===== src/hw/rtl/woi_pkg.sv =====
// ----------------------------------------------------------------------------
// Wheel odometry package
// Shared widths, register indexes, CORDIC table and the item type that
// crosses from the front end to the pose engine.
// ----------------------------------------------------------------------------
package woi_pkg;

   localparam int POSE_WIDTH   = 32;
   localparam int CORDIC_STEPS = 24;
   localparam int STEP_W       = 5;

   localparam logic signed [35:0] CORDIC_GAIN_Q30 = 36'sd652032874;
   localparam logic [31:0] TURNS_PER_RADIAN_Q32   = 32'd683565276;

   typedef enum logic [1:0] {
      MODE_OMNI  = 2'd0,
      MODE_SKID  = 2'd1,
      MODE_DIFF  = 2'd2,
      MODE_ZERO  = 2'd3
   } drive_mode_type;

   typedef enum logic [1:0] {
      REG_DRIVE_MODE = 2'd0,
      REG_RADIUS     = 2'd1,
      REG_INV_TRACK  = 2'd2,
      REG_INV_WPL    = 2'd3
   } reg_index_type;

   typedef enum logic [2:0] {
      ST_IDLE,
      ST_SCALE,
      ST_CORDIC,
      ST_ROTATE,
      ST_STEP,
      ST_HEAD,
      ST_SEND
   } back_state_type;

   // One classified item: wheel sums, the reciprocal to use, drive mode, radius and dt.
   typedef struct packed {
      logic signed [17:0] sum_x;
      logic signed [17:0] sum_y;
      logic signed [17:0] sum_t;
      logic [23:0]        inv_recip;
      logic [1:0]         mode;
      logic [15:0]        radius;
      logic [15:0]        dt;
   } item_type;

   function automatic logic [31:0] atan_turn(input logic [STEP_W-1:0] i);
      logic [31:0] v;
      case (i)
         5'd0:  v = 32'h20000000;
         5'd1:  v = 32'h12E4051E;
         5'd2:  v = 32'h09FB385B;
         5'd3:  v = 32'h051111D4;
         5'd4:  v = 32'h028B0D43;
         5'd5:  v = 32'h0145D7E1;
         5'd6:  v = 32'h00A2F61E;
         5'd7:  v = 32'h00517C55;
         5'd8:  v = 32'h0028BE53;
         5'd9:  v = 32'h00145F2F;
         5'd10: v = 32'h000A2F98;
         5'd11: v = 32'h000517CC;
         5'd12: v = 32'h00028BE6;
         5'd13: v = 32'h000145F3;
         5'd14: v = 32'h0000A2FA;
         5'd15: v = 32'h0000517D;
         5'd16: v = 32'h000028BE;
         5'd17: v = 32'h0000145F;
         5'd18: v = 32'h00000A30;
         5'd19: v = 32'h00000518;
         5'd20: v = 32'h0000028C;
         5'd21: v = 32'h00000146;
         5'd22: v = 32'h000000A3;
         5'd23: v = 32'h00000051;
         default: v = 32'h0;
      endcase
      return v;
   endfunction

   function automatic logic signed [31:0] sat32(input logic signed [63:0] v);
      logic signed [31:0] r;
      if (v > 64'sd2147483647) begin
         r = 32'sh7FFFFFFF;
      end else if (v < -64'sd2147483648) begin
         r = 32'sh80000000;
      end else begin
         r = v[31:0];
      end
      return r;
   endfunction

endpackage


===== src/hw/rtl/woi_front.sv =====
// ----------------------------------------------------------------------------
// Wheel odometry front end
// Takes input transfers, forms the wheel sums for the configured drive mode
// and writes one item into a two-entry queue.
// ----------------------------------------------------------------------------
module woi_front import woi_pkg::*; (
   input  logic        clock,
   input  logic        reset,
   input  logic        req_tvalid,
   output logic        req_tready,
   input  logic [79:0] req_tdata,
   input  logic [1:0]  drive_mode,
   input  logic [15:0] radius_q16,
   input  logic [23:0] inv_track_width,
   input  logic [23:0] inv_width_plus_length,
   output logic        item_valid,
   input  logic        item_take,
   output item_type    item
);

   item_type           q_ff [2];
   item_type           q_in;
   logic               wr_ptr_ff, rd_ptr_ff;
   logic [1:0]         count_ff;
   logic signed [17:0] fl, fr, bl, br;
   logic               push, pop;

   assign fl = 18'(signed'(req_tdata[15:0]));
   assign fr = 18'(signed'(req_tdata[31:16]));
   assign bl = 18'(signed'(req_tdata[47:32]));
   assign br = 18'(signed'(req_tdata[63:48]));

   always_comb begin
      q_in           = '0;
      q_in.mode      = drive_mode;
      q_in.radius    = radius_q16;
      q_in.dt        = req_tdata[79:64];
      unique case (drive_mode_type'(drive_mode))
         MODE_OMNI: begin
            q_in.sum_x     = fl + fr + bl + br;
            q_in.sum_y     = -fl + fr + bl - br;
            q_in.sum_t     = -fl + fr - bl + br;
            q_in.inv_recip = inv_width_plus_length;
         end
         MODE_SKID: begin
            q_in.sum_x     = fl + fr + bl + br;
            q_in.sum_t     = fr + br - fl - bl;
            q_in.inv_recip = inv_track_width;
         end
         MODE_DIFF: begin
            q_in.sum_x     = bl + br;
            q_in.sum_t     = br - bl;
            q_in.inv_recip = inv_track_width;
         end
         default: begin
         end
      endcase
   end

   assign req_tready = (count_ff != 2'd2);
   assign push       = req_tvalid && req_tready;
   assign pop        = item_take && item_valid;
   assign item_valid = (count_ff != 2'd0);
   assign item       = q_ff[rd_ptr_ff];

   always_ff @(posedge clock) begin
      if (push) begin
         q_ff[wr_ptr_ff] <= q_in;
      end
      if (reset) begin
         wr_ptr_ff <= 1'b0;
         rd_ptr_ff <= 1'b0;
         count_ff  <= 2'd0;
      end else begin
         if (push) wr_ptr_ff <= ~wr_ptr_ff;
         if (pop)  rd_ptr_ff <= ~rd_ptr_ff;
         count_ff <= count_ff + 2'(push) - 2'(pop);
      end
   end

`ifndef SYNTHESIS
   a_no_overflow: assert property (@(posedge clock) disable iff (reset)
      count_ff == 2'd2 |-> !push) else $error("queue overflow");
   a_no_underflow: assert property (@(posedge clock) disable iff (reset)
      count_ff == 2'd0 |-> !pop) else $error("queue underflow");
   a_count_range: assert property (@(posedge clock) disable iff (reset)
      count_ff != 2'd3) else $error("queue count out of range");
`endif

endmodule


===== config.mk =====
export PLATFORM = sky130hd
export DESIGN_NAME = woi_front
export DESIGN_NICKNAME = d
export VERILOG_FILES = /design/src/hw/rtl/woi_pkg.sv /design/src/hw/rtl/woi_front.sv
export SDC_FILE = /design/constraint.sdc
export NUM_CORES = 1
export LEC_CHECK = 0
export ABC_CLOCK_PERIOD_IN_PS = 7800
export BUFFER_PORTS_ARGS = -buffer_cell sky130_fd_sc_hd__clkbuf_2
export CORE_UTILIZATION = 35
export DETAILED_ROUTE_END_ITERATION = 6
export HOLD_SLACK_MARGIN = 0.12
export SYNTH_ARGS = -nofsm -noshare
export SYNTH_HDL_FRONTEND = slang
export SYNTH_SLANG_ARGS = --single-unit

===== constraint.sdc =====
create_clock -name clock -period 7.8 [get_ports clock]
set_input_delay 0.39 -clock clock [delete_from_list [all_inputs] [get_ports clock]]
set_output_delay 0.39 -clock clock [all_outputs]
set_load 0.02 [all_outputs]

==> results.cfg <==
[status]
outcome = finished, final reports clean

[clock_tree]
cts-root-buf = clkbuf_16
worstSkewPairLatency_ns = 0.54
cts_max_level = 1
clockBufferDepth = 3
path_clk_slew_ns = 0.06
cts_tree = yes
cts_setup_buffers = 0
cts.sinks = 229
numCtsBuffers = 26

[final_layout]
final_util_pct = 42.7
final_common_cell = clkbuf_2
final_cell_area_um2 = 19500
final_nets = 2012
final_layout_size_suffix_gt1_share_pct = 27.4
most-common-layout-cells = 263 x clkbuf_2, 224 x edfxtp_1, 121 x ha_1
antenna_cells = 0
synthToLayoutAreaGrowth_pct = 19.4

[synth]
ys_seq_area_share_pct = 41.7
netlist_instances = 1348
synth_edf_count = 224
syn_area_per_cell_um2 = 12.1
syn-cell-area_um2 = 16400
ys_types = 70
synthArstFlopShare_pct = 0
synth_warnings = 0
ys_ff_latch = 229
syn_nets = 1722
ys.flop_type = edfxtp_1

[placed_design]
port_buffers = 263
place_congestion = 0.921
place_area_um2 = 18400
dp_worst_setup_slack_ns = 2.29
hpwl_um = 34100

[timing]
drv_slew = 0
timing.final.crit_share_pct = 64.5
tightestPinTransition_ns = 1.06
min_period_ns = 5.03
fmax_ghz = 0.199
max_slew_margin_pct = 29.0
setup_tns_ns = 0
finalWorstSetupSlack_ns = 2.77
rsz0062_at_grt = no
setup_violations = 0
hold_viol = 0
skew_ns = 0.0225

[routing]
drc = 0
viasPerCell = 5.07
ant_nets = 0
wl_per_cell_um = 19.3
via_count = 11445
wl_um = 43500
dr.pass1.iters = 5
drtIter0Drc = 662

[die]
rows = 78
start_util_pct = 35.8
core_area_um2 = 45800
die_x_um = 218
die_y_um = 218
io_pins = 264
fp.dieArea_um2 = 47600

[critical_path]
reg2reg_setup_slack_ns = 5.31
cp.arrival_ns = 5.40
required_ns = 8.17
path_max_fanout = 4
crit_type = primary input to register
endpoint_kind = register
worst_setup_path_start_kind = primary input

[global_routing]
grt_antenna_before_repair = 0
grt_max_degree = 73
grt_use_total_pct = 18.0
grt_pass1_vias = 11504
grt_pass1_wl_um = 65700
grt-ovfl-total = 0

[power_and_ir_drop]
ir_drop_mv = 0.150
p_per_area_nw_per_um2 = 297
p_total_w = 0.00581
leakage_nw = 8.04

[min_path]
holdCritPathClass = primary input to register

[run]
max_cap_viol_count = 0
## cells by family after synthesis
family	share of synthesized area, %
buffers and inverters	3.03
DFF	41.7
xor gates and xnor gates	5.78
AOI/OAI and AO/OA	11.4
adders and majority gates	21.8
muxes	9.35
and+or+nand+nor	6.93
## power breakdown
part / internal, W / total (W) / switching [W]
Sequential: 0.00167 / 0.00175 / 0.0000774
Clock: 0.000733 / 0.00122 / 0.000483
Combinational: 0.00113 / 0.00284 / 0.00171
## repair_timing
action	in CTS	in global routing
endpoints found under the hold margin	69	0
hold buffers	33	0
resized for setup	0	0
## synth_stat cells (11+ instances only)
| master | number | share of area [%] |
|---|---|---|
| a21o_1 | 24 | 1.1 |
| a21oi_1 | 67 | 2.0 |
| clkbuf_1 | 31 | 0.71 |
| edfxtp_1 | 224 | 41 |
| fa_1 | 103 | 13 |
| ha_1 | 121 | 9.2 |
| inv_1 | 90 | 2.1 |
| mux2_2 | 112 | 7.7 |
| mux2i_1 | 27 | 1.7 |
| nand2_1 | 61 | 1.4 |
| nand2b_1 | 16 | 0.61 |
| nand3_1 | 11 | 0.34 |
| nor2_1 | 76 | 1.7 |
| nor2b_1 | 14 | 0.53 |
| nor3_1 | 22 | 0.67 |
| o21ai_0 | 59 | 1.8 |
| o21bai_1 | 16 | 0.73 |
| o22ai_1 | 22 | 0.84 |
| xnor2_1 | 66 | 3.5 |
| xor2_1 | 35 | 1.9 |
## worst max-delay path, cell delays in order
cell and delay [ns]:
clkbuf_2 0.13, inv_1 0.05, ha_1 0.20, fa_1 0.43
nor2b_1 0.13, o21ai_0 0.16, a21boi_1 0.23, o21ai_0 0.25
a211oi_1 0.49, nor3_1 0.12, xnor2_1 0.28, fa_1 0.51
ha_1 0.36, inv_1 0.08, o21bai_1 0.08, a21o_1 0.20
a22o_1 0.28, o41ai_4 0.30, o21ai_2 0.13, xnor2_2 0.14
xnor3_1 0.26, o221ai_2 0.20
## layer usage
layer  vias up  share of wire [%]  track usage (%)
met5         -                  0                0
met4         0                2.1             4.48
met3        52                5.4             2.71
met2       318                 47             30.0
met1      5618                 46             24.4
li1       5457                  -                -
## per-stage QoR
step / hold WS, ns / cells
floorplan: 0.462 / 1348
global placement: 0.493 / 2177
detailed placement: 0.516 / 2177
CTS: 0.170 / 2258
global route: 0.202 / 2258
finish: 0.197 / 2258
## registers in the layout (all words and copies together), names as in the netlist, named ones only
register / flops
count_ff: 2
rd_ptr_ff: 1
q_ff: 224
wr_ptr_ff: 1
## final cells by class
type / count / area, um^2
clock buffers: 33 / 697
clock inverters: 15 / 169
fillers: 4287 / 26200
inverters: 90 / 338
multi-input cells: 988 / 9060
flip-flops and latches: 229 / 6830
well taps: 600 / 751
repair buffers: 303 / 1700
## path summary, 6_finish.rpt
kind	from	end	depth (start not counted)
max	req_tdata[16]	q_ff[1][75]	22
min	inv_track_width[20]	q_ff[0][54]	3
max reg2reg	count_ff[0]	q_ff[1][96]	3
min reg2reg	rd_ptr_ff	rd_ptr_ff	2
Note: power is estimated with default switching activity, not from simulation.
